`config.mk`:
```
export PLATFORM = sky130hd
export DESIGN_NAME = amsp_fifo
export DESIGN_NICKNAME = d
export VERILOG_FILES = /design/src/design/amsp_pkg.sv /design/src/design/amsp_fifo.sv
export SDC_FILE = /design/constraint.sdc
export NUM_CORES = 1
export LEC_CHECK = 0
export BUFFER_PORTS_ARGS = -buffer_cell sky130_fd_sc_hd__buf_2
export CORE_MARGIN = 10
export CORE_UTILIZATION = 39
export DETAILED_ROUTE_END_ITERATION = 6
export SETUP_SLACK_MARGIN = 0.15
export SKIP_LAST_GASP = 1
export SLEW_MARGIN = 20
export SYNTH_ARGS = -nofsm -noshare
export SYNTH_HDL_FRONTEND = slang
export SYNTH_SLANG_ARGS = --single-unit
```
`constraint.sdc`:
```
create_clock -name clk_i -period 9.9 [get_ports clk_i]
set_input_delay 0.99 -clock clk_i [delete_from_list [all_inputs] [get_ports clk_i]]
set_output_delay 0.99 -clock clk_i [all_outputs]
set_load 0.01 [all_outputs]
```
`src/design/amsp_pkg.sv`:
```
`default_nettype none
package amsp_pkg;

  localparam int NODE_W  = 7;
  localparam int IN_W    = 32;
  localparam int ENTRY_W = 48;

  typedef enum logic {
    CMD_STAMP = 1'b0,
    CMD_READ  = 1'b1
  } cmd_e;

  typedef enum logic [1:0] {
    ST_OK    = 2'd0,
    ST_RANGE = 2'd1,
    ST_ZERO  = 2'd2,
    ST_SAT   = 2'd3
  } status_e;

  typedef enum logic [3:0] {
    B_CLEAR,
    B_IDLE,
    B_SQR,
    B_SQX,
    B_DIV,
    B_RD,
    B_RDW,
    B_DONE
  } bstate_e;

  // classified request as it travels from front to back
  typedef struct packed {
    cmd_e              cmd;
    logic [NODE_W-1:0] fn;
    logic [NODE_W-1:0] tn;
    logic [IN_W-1:0]   r;
    logic [IN_W-1:0]   x;
    logic [IN_W-1:0]   b;
    status_e           cls;
  } item_t;

endpackage
`default_nettype wire

```
`src/design/amsp_fifo.sv`:
```
`default_nettype none
module amsp_fifo (
  input  wire logic            clk_i,
  input  wire logic            rst_ni,
  input  wire logic            push_i,
  input  wire amsp_pkg::item_t item_i,
  input  wire logic            pop_i,
  output amsp_pkg::item_t      item_o,
  output logic                 full_o,
  output logic                 empty_o
);
  import amsp_pkg::*;

  item_t      mem_q [2];
  logic       wp_q, rp_q;
  logic [1:0] cnt_q;

  assign full_o  = cnt_q == 2'd2;
  assign empty_o = cnt_q == 2'd0;
  assign item_o  = mem_q[rp_q];

  always_ff @(posedge clk_i) begin
    if (push_i) begin
      mem_q[wp_q] <= item_i;
    end
  end

  always_ff @(posedge clk_i or negedge rst_ni) begin
    if (!rst_ni) begin
      wp_q  <= 1'b0;
      rp_q  <= 1'b0;
      cnt_q <= 2'd0;
    end else begin
      if (push_i) wp_q <= ~wp_q;
      if (pop_i)  rp_q <= ~rp_q;
      cnt_q <= cnt_q + 2'(push_i) - 2'(pop_i);
    end
  end

endmodule
`default_nettype wire

```
After elaboration in Yosys (flattened, before gate mapping)
Memory sizes are Yosys's and may differ from the RTL's.
Cells that the tools add are included.
- reductions and logical operators: 1
- eq/ne operators: 1
- bitwise gates (word level): 2
- multiplexer cells: 2
- add/subtract/negate cells: 2
- operator list (operator ; number):
    2-bit by 1-bit adder with 2-bit output ; 1
    2-bit == test (second input constant) ; 1
    2-bit logical NOT ; 1
    1-bit two-way mux ; 2
    1-bit NOT ; 2
    2-bit by 1-bit subtractor with 2-bit output ; 1
- memory bits (writable): 226
- memories: 1
- output and inout port bits: 115
- register bits: 4
- input port bits: 117
- memory list (name ; depth ; bits a word ; rd ports ; clocked after memory_dff ; wr ports ; line ; text):
    mem_q ; 2 ; 113 ; 1 ; 0 ; 1 ; amsp_fifo.sv:14 ; item_t mem_q [2];

Logic depth before layout (Yosys ltp)
- depth in word-level cells: 2
- depth in mapped cells: 5
- depth with buffers taken out: 5

Least setup slack after synthesis
No wires, ideal clock.
- path type: input port to flip-flop
- from: input push_i
- to: memory mem_q[0][0] in the netlist's numbering (enable)
- data arrival time: 5897 ps
- cell stages on the path: 1
- path buffers: 0
- required time: 9300 ps
- setup slack: 3403 ps
- cells stage by stage: nor2b_1
- longest elaborated chain between the ends: 2
- ends and longest elaborated chain (item ; line ; text):
    start: declaration ; amsp_fifo.sv:5 ; input wire logic push_i,
    1-bit two-way mux ; amsp_fifo.sv:23 ; if (push_i) begin
    1-bit two-way mux (implied by the code) ; amsp_fifo.sv:24 ; mem_q[wp_q] <= item_i;
    end: declaration ; amsp_fifo.sv:14 ;
No other way between the ends.

==> implementation parameters <==
Parameter                              Value

Worst setup path
  Nature of the critical path startpoint ... flop
  Critical-path cell list ... buf_4 -> mux2_2 -> buf_2
  Arrival time at the worst endpoint ... 3090 ps
  Classification of the worst setup path ... flop to output port
  Critical path's largest stage delay ... 1140 ps
  Slowest cell on the critical path ... dfrtp_4
  Worst Setup End Kind ... output port
  Count of buffer and inverter cells on the critical path ... 2
  Req. time, crit path ... 8910 ps
  Cell class contributing the biggest share of worst-path delay ... flip-flops
  Critical Path Fanout Max ... 69

Cells and area
  Area Growth Syn to Fin ... 25.5%
  Total Nets Final ... 734
  Fin util ... 49.6%
  Commonest non-fill, non-tap cells in the layout ... 231 x buf_2, 226 x edfxtp_1, 60 x mux2_4
  Fill cell total of the finished layout ... 1813
  Leading cell type in the layout, fill and taps excluded ... buf_2
  Final cell count without fillers ... 914
  Share of layout cells above drive strength 1 ... 61.0%

Detailed routing
  Iteration count of the initial detailed-routing pass ... 4
  Total number of vias ... 4230
  Routed wirelength normalized by instance count ... 19.3 um
  Antenna Violating Nets Remaining ... 0
  Detailed-route DRC error count ... 0
  First DRT Iteration DRCs ... 215
  Detail-routed via count per cell ... 4.63
  Post-detailed-routing wire length ... 17.7 mm

Timing
  Slew Limit Fails ... 0
  Relative slew slack ... 28.1%
  Total negative slack ... 0 ps
  Final setup violating endpoints ... 0
  Highest achievable clock rate ... 0.245 GHz
  Actual slew at the worst max-slew pin ... 1080 ps
  Fin crit period ... 4080 ps
  Final Hold Vio Count ... 0
  Unrepaired setup endpoints after global routing ... no
  Setup Skew ... 7.62 ps
  Fin crit share ... 41.2%

Global routing
  Number of global-route vias before repair ... 4802
  First-pass GRT wire length ... 26.8 mm
  Pin count of the biggest net entering global routing ... 70
  GRT Util Overall ... 11.8%
  Initial antenna violation count ... 3
  Global route overflow ... 0

Synth
  Post-Synthesis Net Count ... 486
  Synth Instances ... 367
  Number of register bits inferred by synthesis ... 230
  Distinct cell type count of the synthesized netlist ... 14
  Synth Cell Area ... 8600 sq um
  Sequential area share after synthesis ... 80.1%
  Number of warnings reported in the yosys synthesis log ... 0
  Average size of a mapped cell ... 23.4 sq um

Power and ir drop
  Reported leakage power ... 4.23 nW
  Pwr Density ... 289 nW/um^2
  Largest vdd supply drop ... 0.226 mV

Clock network
  CTS Sinks ... 230
  CTS tree ... yes
  Number of H-tree branching levels ... 1
  Clk slew on worst S/H paths ... 60 ps
  Clock latency on the worst-skew pair ... 500 ps
  Clock tree root buffer cell ... clkbuf_16
  Hold Buf Count CTS ... 0
  Number of buffers on the longest clock path ... 3
  Post-cts repair resize count ... 0
  Post-CTS setup buffer count ... 0
  Number of clock buffers inserted by TritonCTS ... 24

Hold path
  Worst min-delay path class ... input port to asynchronous set/reset pin

Floorplanning
  Num rows ... 54
  Die H ... 168 um
  Die Area ... 28400 sq um
  Io pins ... 232
  Area of the core region ... 21800 sq um
  Width of the chip ... 168 um
  Effective utilization at floorplan ... 39.5%

Placed design
  Port Buffers ... 231
  Routability cong. ... 0.754
  Placed Instances ... 869
  Half-perimeter wire length after placement ... 12.2 mm

Status
  Run status ... finished clean

Job
  Maxcap violations ... 0
## path summary, 6_finish.rpt
kind / startpoint / cells after the start / slack [ps] / to
worst min-delay path: rst_ni / 1 / 280 / rp_q
worst min register to register: wp_q / 1 / 550 / wp_q
min in group clk_i: wp_q / 1 / 550 / wp_q
worst max-delay path: rp_q / 3 / 5820 / item_o[112]
max in group asynchronous: rst_ni / 1 / 9490 / rp_q
worst max register to register: wp_q / 3 / 7130 / mem_q[0][90]
## where the power goes
group	internal, mW	total, mW	switching, mW
registers	1.29	1.40	0.107
logic	0.446	0.868	0.422
clock network	0.509	0.851	0.342
total	2.25	3.12	0.871
## synth_stat cells, drive strengths merged
cell / number / area, sq um
edfxtp: 226 / 6790
mux2: 113 / 1500
buf: 13 / 119
dfrtp: 4 / 100
ha: 2 / 25.0
inv: 2 / 7.51
nor2b: 2 / 12.5
xor2: 2 / 17.5
and2: 1 / 6.26
nor2: 1 / 3.75
xor3: 1 / 23.8
## layout make-up
type	instances	area, sq um	share of cell area [%]
antenna	4	10.0	0.0928
clock buffer	29	641	5.94
clock inverter	12	110	1.02
inverter	2	7.51	0.0696
multi-input combinational	122	1600	14.8
sequential	230	6890	63.8
tap	280	350	3.25
timing repair buffer	235	1190	11.0
## metrics by stage
step	setup WS [ps]	hold WS, ps	total power [mW]	cell area (sq um)
3_5_place_dp	6310	537	2.32	10000
3_3_place_gp	6380	530	2.30	10000
4_1_cts	5750	253	3.18	10800
5_1_grt	5650	257	3.29	10800
6_report	5820	277	3.12	10800
2_1_floorplan	3400	455	2.02	8600
## logic make-up (layout without fill, tap and decap cells)
logic type / count (synthesis) / count (layout) / share of synthesized area, %
mux: 113 / 113 / 17.4
flops: 230 / 230 / 80.1
xor+xnor: 3 / 3 / 0.480
fa+ha+maj: 2 / 2 / 0.291
buf+inv: 15 / 278 / 1.47
simple gates: 4 / 4 / 0.262
other cells: 0 / 4 / 0
## registers in the layout, indices dropped and copies added, names as in the netlist
signal,flops
cnt_q,2
rp_q,1
mem_q,226
wp_q,1
## per-layer routing
layer,global-route usage (%),part of all wire [%]
met1,14.2,41
met2,19.5,48
met3,4.45,9.4
met4,3.56,2.0
met5,0,0
Note: power is estimated with default switching activity, not from simulation.
