===== src/design/amsp_pkg.sv =====
`default_nettype none
package amsp_pkg;

  localparam int NODE_W  = 7;
  localparam int IN_W    = 32;
  localparam int ENTRY_W = 48;

  typedef enum logic {
    CMD_STAMP = 1'b0,
    CMD_READ  = 1'b1
  } cmd_e;

  typedef enum logic [1:0] {
    ST_OK    = 2'd0,
    ST_RANGE = 2'd1,
    ST_ZERO  = 2'd2,
    ST_SAT   = 2'd3
  } status_e;

  typedef enum logic [3:0] {
    B_CLEAR,
    B_IDLE,
    B_SQR,
    B_SQX,
    B_DIV,
    B_RD,
    B_RDW,
    B_DONE
  } bstate_e;

  // classified request as it travels from front to back
  typedef struct packed {
    cmd_e              cmd;
    logic [NODE_W-1:0] fn;
    logic [NODE_W-1:0] tn;
    logic [IN_W-1:0]   r;
    logic [IN_W-1:0]   x;
    logic [IN_W-1:0]   b;
    status_e           cls;
  } item_t;

endpackage
`default_nettype wire


===== src/design/amsp_front.sv =====
`default_nettype none
module amsp_front #(
  parameter int MAX_NODES = 64
) (
  input  wire logic                      in_valid_i,
  output logic                           in_stall_o,
  input  wire logic                      command_i,
  input  wire logic [6:0]                from_node_i,
  input  wire logic [6:0]                to_node_i,
  input  wire logic [31:0]               resistance_i,
  input  wire logic [31:0]               reactance_i,
  input  wire logic [31:0]               charging_i,
  input  wire logic                      q_full_i,
  input  wire logic                      clearing_i,
  output logic                           push_o,
  output amsp_pkg::item_t                item_o
);
  import amsp_pkg::*;

  logic nodes_ok;

  assign nodes_ok = (from_node_i != '0) && (32'(from_node_i) <= MAX_NODES) &&
                    (to_node_i != '0) && (32'(to_node_i) <= MAX_NODES);

  always_comb begin
    item_o.cmd = cmd_e'(command_i);
    item_o.fn  = from_node_i;
    item_o.tn  = to_node_i;
    item_o.r   = resistance_i;
    item_o.x   = reactance_i;
    item_o.b   = charging_i;
    priority if (!nodes_ok) begin
      item_o.cls = ST_RANGE;
    end else if (command_i == CMD_STAMP && resistance_i == '0 && reactance_i == '0) begin
      item_o.cls = ST_ZERO;
    end else begin
      item_o.cls = ST_OK;
    end
  end

  assign in_stall_o = q_full_i | clearing_i;
  assign push_o     = in_valid_i & ~in_stall_o;

endmodule
`default_nettype wire


===== config.mk =====
export PLATFORM = sky130hd
export DESIGN_NAME = amsp_front
export DESIGN_NICKNAME = d
export VERILOG_FILES = /design/src/design/amsp_pkg.sv /design/src/design/amsp_front.sv
export SDC_FILE = /design/constraint.sdc
export NUM_CORES = 1
export LEC_CHECK = 0
export BUFFER_PORTS_ARGS = -buffer_cell sky130_fd_sc_hd__buf_2
export CAP_MARGIN = 40
export CELL_PAD_IN_SITES_DETAIL_PLACEMENT = 0
export CELL_PAD_IN_SITES_GLOBAL_PLACEMENT = 2
export CORE_UTILIZATION = 10
export DETAILED_ROUTE_END_ITERATION = 7
export GPL_TIMING_DRIVEN = 0
export PLACE_DENSITY = 0.95
export RECOVER_POWER = 100
export SLEW_MARGIN = 20
export SYNTH_ARGS = -nofsm -noshare
export SYNTH_HDL_FRONTEND = slang
export SYNTH_SLANG_ARGS = --single-unit

===== constraint.sdc =====
create_clock -name vclk -period 1.98
set_input_delay 0.396 -clock vclk [all_inputs]
set_output_delay 0.396 -clock vclk [all_outputs]
set_load 0.02 [all_outputs]

# ---- After elaboration in Yosys (flattened, before gate mapping)
# Cells that the tools add are included.
dict set report totals {
  elab_cells 17
  in_bits 114
  register_bits 0
}
dict set report op_classes {
  n_lt_le_gt_ge 2
  n_reduce_logical 9
  mux 2
  bitwise 4
}
# cell n
set op_table {}
lappend op_table {{logical NOT 32 bit} 2}
lappend op_table {{<= comparator 7 bit (second input constant)} 2}
lappend op_table {{nonzero test 7 bit} 2}
lappend op_table {{logical AND 1 bit} 5}
lappend op_table {{2-to-1 mux 2 bit} 2}
lappend op_table {{NOT 1 bit} 2}
lappend op_table {{bitwise AND 1 bit} 1}
lappend op_table {{OR 1 bit} 1}

# ---- Depth between registers and ports, before layout
# Gate-level depths: netlist of run 1.
dict set report depth {
  ltp_word 5
  ltp_mapped 4
}

# ---- Worst setup path after synthesis of run 1
# OpenSTA, ideal clock, no wires.
dict set report synth_timing {
  path_type {input to output}
  start {input port to_node_i[3]}
  end {output port item_o[1] in the netlist's numbering}
  cell_stages 4
  t_arrival_ns 1.512
  required_ns 1.584
  setup_slack_ns 0.072
  n_path_buf 0
  path_cell_list {or4_1 nor3_2 xnor2_1 and4b_1}
}
# item line
set synth_rtl {}
lappend synth_rtl {{start: declaration} amsp_front.sv:9} ;# input wire logic [6:0] to_node_i,
lappend synth_rtl {{end: declaration} amsp_front.sv:16} ;# output amsp_pkg::item_t item_o

==> run_results.csv, run 1 <==
group,metric,value,unit
power,switching_share,52.80,%
power,p_leak,1.083,nW
timing,slew_headroom,78.21,%
floorplanning,dieArea,0.01095,mm²
grt,grt_pass1_vias,1387,
layout,syn_to_final_growth,110.7,%
grt,grt_pass1_wl,5878,µm
grt,grt_use_total,6.333,%
detailed_routing,first_pass_iters,4,
yosys,syn-cell-area,0.001054,mm²
yosys,synth.most_common_cell,"buf_4",
cts,cts_setup_buffers,0,
timing,finalHoldViolCount,0,
yosys,syn_inst,145,
placement,dpl.hpwl,3787,µm
job,max-cap-violations,0,
worst_setup_path,crit_fanout,2,
layout,ff_latch_area,0,µm²
power,p_int,0.2590,mW
layout,n_fill_cell,1219,
power,powerDensity,247.2,mW/mm²
timing,fmax,472.6,MHz
detailed_routing,wl_per_cell,8.835,µm
timing,rsz0062_at_grt,"yes",
grt,grt_max_degree,3,
grt,antenna_found_initial,0,
worst_setup_path,arrival,1.72,ns
timing,min_period_over_period,106.9,%
floorplanning,start_util,10.25,%
placement,port_buffers,197,
yosys,avgSynthCellArea,7.266,µm²
placement,numPlacedInstances,478,
detailed_routing,drc,0,
floorplanning,std_cell_rows,37,
detailed_routing,drt_iter0_drc,29,
floorplanning,pin_count,229,
detailed_routing,postRouteAntennaNets,0,
yosys,synthTopCellsByCount,"111 x buf_4, 16 x nor4_1, 3 x nand4_1",
layout,fin_nets,458,
yosys,synth-seq-area-share,0,%
layout,drive_above_1_share,60.82,%
worst_hold_path,timing.hold.worst_path_depth,2,
yosys,synth_cell_types,14,
yosys,synth_top_area_cell,"buf_4",
power,ir_worst_vdd,0.05885,mV
power,pwr-share-seq,0,%
floorplanning,core,0.01028,mm²
timing,min_period,2.116,ns
worst_setup_path,worstSetupPathType,"input pin to output port",
power,switchingPower,0.2897,mW
detailed_routing,routed_wl,4223,µm
worst_setup_path,startpoint_type,"input pin",
layout,finalNonFillerCells,478,
worst_setup_path,cp.required,1.58,ns
layout,seq_cell_count,0,
power,finalPower,0.5487,mW
grt,grt.overflow.total,0,
timing,report.final.slew_viol_count,0,
floorplanning,die_w,104.6,µm
layout,clkbuf_count,0,
detailed_routing,viasPerCell,3.259,
timing,timing.final.ws_setup,-0.1358,ns
worst_setup_path,cp-end-kind,"output port",
timing,finalSetupViolCount,1,
worst_hold_path,hp-class,"input pin to output port",
yosys,yosysWarnings,0,
outcome,failed_checks,"negative setup slack",
yosys,synth_nets,259,
outcome,status,"finished with violations",
floorplanning,fp.dieH,104.6,µm
timing,tightest_slew,0.3238,ns
yosys,synth_top_area_share,79.10,%
yosys,ys_top_cells_by_area,"buf_4 79%, nor4_1 9.5%, nor3_2 1.9%, nand4_1 1.8%, xnor2_1 1.7%",
timing,finalSetupTns,-0.1358,ns
power,p_clk_share,0,%
placement,gp_congestion,0.6785,
layout,multi_input_area,320.3,µm²
power,p_comb_share,100.0,%
detailed_routing,vias,1558,
layout,antenna_cells,0,
layer usage:
metal | GRT usage (%) | wire (µm)
met5 | 0 | 0
met4 | 0 | 0
met3 | 0.6238 | 423
met2 | 14.24 | 2340
met1 | 6.358 | 1459
what timing repair did:
| action | CTS | global route |
|---|---|---|
| resized for setup | 13 | 16 |
| hold buffers | 0 | 0 |
| endpoints found under the setup margin | 2 | 2 |
| pin swaps | 5 | 6 |
cell type report:
cell class,instances,share of cell area [%]
buffer,111,37.54
tap,136,7.666
inverter,1,0.1691
multi-input combinational,33,14.43
timing repair buffer,197,40.19
critical path, stage by stage:
cell,delay (ns)
buf_6,0.10
nor4_4,0.29
nand4_1,0.22
nor4_4,0.35
and4b_1,0.25
buf_6,0.12
power groups by stage:
stage / registers [mW] / logic, mW / clock network [mW]
after floorplan: 0 / 0.345 / 0
after global placement: 0 / 0.553 / 0
after detailed placement: 0 / 0.556 / 0
after CTS: 0 / 0.567 / 0
after global routing: 0 / 0.585 / 0
final: 0 / 0.549 / 0
stage by stage:
stage | worst slack (ns) | instance area [µm²] | util (%) | hold WS (ns)
finish | -0.1358 | 2220 | 21.60 | 1.051
detailed placement | -0.4448 | 2210 | 21.50 | 1.009
CTS | -0.2247 | 2283 | 22.22 | 1.009
global route | -0.2837 | 2220 | 21.60 | 1.054
floorplan | 0.07189 | 1054 | - | 0.9046
global placement | -0.4287 | 2210 | 21.50 | 1.010
cell usage in the layout (no fill, tap or decap):
cell,n
buf_6,6
or4_4,2
inv_1,1
buf_2,77
nor4_2,3
nor3_1,1
xnor2_1,2
nor3_4,1
nor3_2,1
clkbuf_1,113
buf_4,111
nor4_1,8
buf_8,1
and4b_1,1
nor4_4,5
nor2_1,2
nand4_1,3
or2_2,1
nand3_1,1
nand2_1,2
cell families after synthesis:
kind of cell | synth area share (%)
buffers and inverters | 79.45
and+or+nand+nor | 18.88
xor gates and xnor gates | 1.663
path summary, 6_finish.rpt:
check,from,slack (ns),endpoint
worst max-delay path,resistance_i[27],-0.14,item_o[1]
worst min-delay path,charging_i[5],1.05,item_o[7]
Note: power is estimated with default switching activity, not from simulation.
==> inputs of run 2 (changes only) <==
- clock period: 1.98 -> 2.59 ns (I/O delays scaled with it)
==> run_results.csv, run 2 (synthesis gave the netlist of run 1 again) <==
group,metric,value,unit
floorplanning,std_cell_rows,37,
worst_setup_path,critical_path_buf_inv_count,2,
worst_setup_path,cp.required,2.07,ns
timing,slew_headroom,71.85,%
power,p_leak,1.058,nW
detailed_routing,drc,0,
detailed_routing,first_pass_iters,4,
detailed_routing,postRouteAntennaNets,0,
layout,layout_common_cells,"113 x clkbuf_1, 112 x buf_4, 82 x buf_2",
layout,antenna_cells,0,
detailed_routing,drt_iter0_drc,10,
job,max-cap-violations,0,
detailed_routing,viasPerCell,3.241,
worst_setup_path,worstSetupPathType,"input pin to output port",
placement,port_buffers,197,
placement,gp_congestion,0.6785,
layout,post-route-util,20.68,%
worst_setup_path,cp_cell_sequence,"clkbuf_2 -> nor4_4 -> nand4_1 -> nor4_4 -> and4b_1 -> buf_4",
detailed_routing,routed_wl,4104,µm
grt,grt_pass1_wl,5740,µm
worst_setup_path,critPathLaunch,"resistance_i[15]",
worst_hold_path,hp-class,"input pin to output port",
worst_setup_path,cp-end-kind,"output port",
worst_setup_path,path_delay_family,"simple AND/OR/NAND/NOR gates",
worst_setup_path,crit_fanout,2,
grt,grt_max_degree,3,
floorplanning,die_w,104.6,µm
cts,cts_setup_buffers,0,
layout,seq_cell_count,0,
cts,cts_hold_buf,0,
floorplanning,start_util,10.25,%
layout,clkbuf_count,0,
worst_setup_path,crit_top_cell,"nor4_4",
detailed_routing,vias,1549,
worst_setup_path,cpMaxStageDelayCell,"nor4_4",
timing,finalHoldViolCount,0,
layout,finalNonFillerCells,478,
timing,report.final.slew_viol_count,0,
layout,fin_nets,458,
worst_setup_path,arrival,1.89,ns
power,ir_worst_vdd,0.04510,mV
floorplanning,dieArea,0.01095,mm²
timing,min_period_over_period,92.91,%
timing,finalSetupViolCount,0,
timing,tightest_slew,0.4185,ns
floorplanning,fp.dieH,104.6,µm
worst_setup_path,max_stage_delay,0.34,ns
layout,ff_latch_area,0,µm²
layout,final_common_cell,"clkbuf_1",
timing,min_period,2.406,ns
grt,grt_use_total,6.149,%
grt,antenna_found_initial,0,
outcome,status,"finished, final reports clean",
layout,syn_to_final_growth,101.8,%
worst_setup_path,startpoint_type,"input pin",
grt,grt.overflow.total,0,
timing,finalSetupTns,0,ns
timing,fmax,415.6,MHz
power,powerDensity,190.5,mW/mm²
placement,numPlacedInstances,478,
grt,grt_pass1_vias,1368,
floorplanning,core,0.01028,mm²
worst_hold_path,min-delay-start,"charging_i[5]",
placement,dpl.hpwl,3787,µm
floorplanning,pin_count,229,
layout,drive_above_1_share,59.94,%
detailed_routing,wl_per_cell,8.586,µm
run 2: power breakdown:
part / internal [mW] / switching, mW
Combinational: 0.190 / 0.215
Clock: 0 / 0
Sequential: 0 / 0
run 2: metal layers:
metal / wire, µm / part of all wire, % / global-route usage [%] / vias up
met5: 0 / 0 / 0 / -
met4: 0 / 0 / 0 / 0
met3: 424 / 10 / 0.6238 / 0
met2: 2259 / 55 / 13.72 / 124
met1: 1420 / 35 / 6.245 / 656
li1: - / - / - / 769
run 2: what timing repair did:
item / 4_1_cts / 5_1_grt
resized for setup: 1 / 8
pin swaps: 0 / 5
endpoints found under the setup margin: 1 / 1
run 2: path summary, 6_finish.rpt:
path  cells after the start        end
max                       6  item_o[1]
min                       2  item_o[7]
run 2: area by class of cell:
cell class         count  area (µm²)
plain buffers        111       833.3
well taps            136       170.2
inverters              1       3.754
repair buffers       197       847.1
multi-input cells     33       271.5
fillers             1233        8152
run 2: metrics by stage:
stage               total power [mW]  hold WS, ns  setup slack, ns  cell area, µm²
floorplan                     0.2636        1.149           0.4379            1054
global placement              0.4228        1.254         -0.06272            2210
detailed placement            0.4250        1.253         -0.07881            2210
CTS                           0.4260        1.253         0.009959            2216
global route                  0.4323        1.298         -0.02227            2126
finish                        0.4049        1.295           0.1837            2126
==> inputs of run 3 (changes only) <==
- ABC_AREA: not set -> 1
- PLACE_DENSITY: 0.95 -> 0.94
- SETUP_SLACK_MARGIN: not set -> 0.2
==> run_results.csv, run 3 <==
group,metric,value,unit
detailed_routing,routed_wl,4131,µm
cts,post_cts_resized,0,
grt,grt_max_degree,4,
worst_setup_path,cp-end-kind,"output port",
layout,final_common_cell,"clkbuf_1",
cts,cts_setup_buffers,0,
yosys,synth.most_common_cell,"buf_4",
yosys,syn-cell-area,0.001161,mm²
detailed_routing,first_pass_iters,2,
timing,tightest_slew,0.3300,ns
outcome,status,"finished, final reports clean",
placement,dp_slack,0.4995,ns
timing,finalHoldViolCount,0,
timing,holdWs,1.295,ns
placement,gp_congestion,0.6899,
timing,min_period,2.097,ns
grt,grt_use_total,5.393,%
yosys,avgSynthCellArea,6.243,µm²
layout,antenna_cells,0,
placement,numPlacedInstances,523,
yosys,yosys.area_share.simple,27.16,%
cts,cts_hold_buf,0,
grt,grt_pass1_vias,1299,
power,finalPower,0.4087,mW
power,p_leak,1.110,nW
worst_hold_path,hold_end,"item_o[25]",
timing,timing.final.ws_setup,0.4931,ns
yosys,syn_inst,186,
timing,rsz0062_at_grt,"no",
floorplanning,dieArea,0.01205,mm²
worst_setup_path,startpoint_type,"input pin",
detailed_routing,drt_iter0_drc,14,
layout,syn_to_final_growth,87.61,%
timing,slew_headroom,78.09,%
yosys,synth-seq-area-share,0,%
worst_setup_path,arrival,1.58,ns
layout,fin_nets,499,
yosys,ys_top_cells_by_area,"buf_4 72%, nor2_1 14%, nand2_1 4.8%, nor2_2 2.2%, nand3_1 1.7%",
timing,finalSetupTns,0,ns
yosys,synth_top_area_cell,"buf_4",
layout,fin_area,0.002178,mm²
worst_setup_path,worstSetupPathType,"input pin to output port",
floorplanning,pin_count,229,
yosys,synthAdderAreaFrac,0,%
yosys,synth_top_family_by_area,"buffers and inverters",
layout,seq_cell_count,0,
floorplanning,start_util,10.48,%
yosys,yosysWarnings,0,
detailed_routing,vias,1646,
worst_setup_path,cp.required,2.07,ns
power,powerDensity,187.6,mW/mm²
timing,finalSetupViolCount,0,
worst_hold_path,hp-class,"input pin to output port",
floorplanning,die_w,109.8,µm
detailed_routing,postRouteAntennaNets,0,
worst_hold_path,timing.hold.worst_path_depth,2,
timing,min_period_over_period,80.96,%
worst_hold_path,min-delay-start,"charging_i[23]",
layout,layout_common_cells,"115 x clkbuf_1, 111 x buf_4, 82 x buf_2",
yosys,yosys.area_share.xor_xnor,0.7543,%
yosys,synthTopCellsByCount,"111 x buf_4, 43 x nor2_1, 15 x nand2_1, 4 x nand3_1, 4 x nor2_2",
floorplanning,std_cell_rows,38,
grt,antenna_found_initial,0,
yosys,synth_cell_types,13,
yosys,synthMuxAreaShare,0,%
job,max-cap-violations,0,
floorplanning,fp.dieH,109.8,µm
layout,n_fill_cell,1330,
layout,drive_above_1_share,52.22,%
floorplanning,core,0.01108,mm²
grt,grt_pass1_wl,5264,µm
worst_setup_path,crit_fanout,2,
layout,finalNonFillerCells,523,
grt,grt.overflow.total,0,
layout,clkbuf_count,0,
yosys,synth_compound_area_share,0,%
yosys,synth_nets,300,
yosys,synth_top_area_share,71.77,%
placement,placed_area,0.002322,mm²
layout,multi_input_area,324.1,µm²
layout,post-route-util,19.66,%
timing,fmax,476.9,MHz
placement,dpl.hpwl,3980,µm
power,ir_worst_vdd,0.07511,mV
detailed_routing,drc,0,
layout,ff_latch_area,0,µm²
detailed_routing,viasPerCell,3.147,
placement,port_buffers,197,
detailed_routing,wl_per_cell,7.899,µm
timing,report.final.slew_viol_count,0,
-- run 3: cell families (layout without fill, tap and decap cells) --
kind of cell | count (synthesis) | after routing
and+or+nand+nor | 73 | 73
buffers and inverters | 112 | 309
xor gates and xnor gates | 1 | 1
-- run 3: area by class of cell --
cell class | count | area share, %
Timing Repair Buffer | 197 | 38.66
Buffer | 111 | 38.25
Multi-Input combinational cell | 74 | 14.88
Tap cell | 140 | 8.041
Inverter | 1 | 0.1723
-- run 3: critical path: stages --
cell      delay, ns
buf_2          0.10
or2_1          0.21
nor2_1         0.12
nand2_1        0.08
nor2_2         0.10
nand3_1        0.13
nor2_2         0.10
clkbuf_1       0.24
-- run 3: worst max path at each step --
stage | startpoint | endpoint | slack [ns] | cells past startpoint
final | resistance_i[1] | item_o[1] | 0.49 | 8
after global routing | command_i | item_o[1] | 0.37 | 9
after CTS | resistance_i[1] | item_o[1] | 0.49 | 8
after detailed placement | resistance_i[1] | item_o[1] | 0.50 | 8
after global placement | resistance_i[1] | item_o[1] | 0.50 | 8
after floorplan | to_node_i[5] | item_o[1] | 0.81 | 5
-- run 3: metal layers --
layer  GRT usage, %  share of wire [%]  up-vias
li1               -                  -      851
met1          4.856                 34      672
met2          12.98                 55      123
met3         0.3557                 11        0
met4              0                  0        0
met5              0                  0        -
-- run 3: power by group --
part	total, mW	internal, mW	switching [mW]
logic	0.409	0.192	0.217
registers	0	0	0
clock network	0	0	0
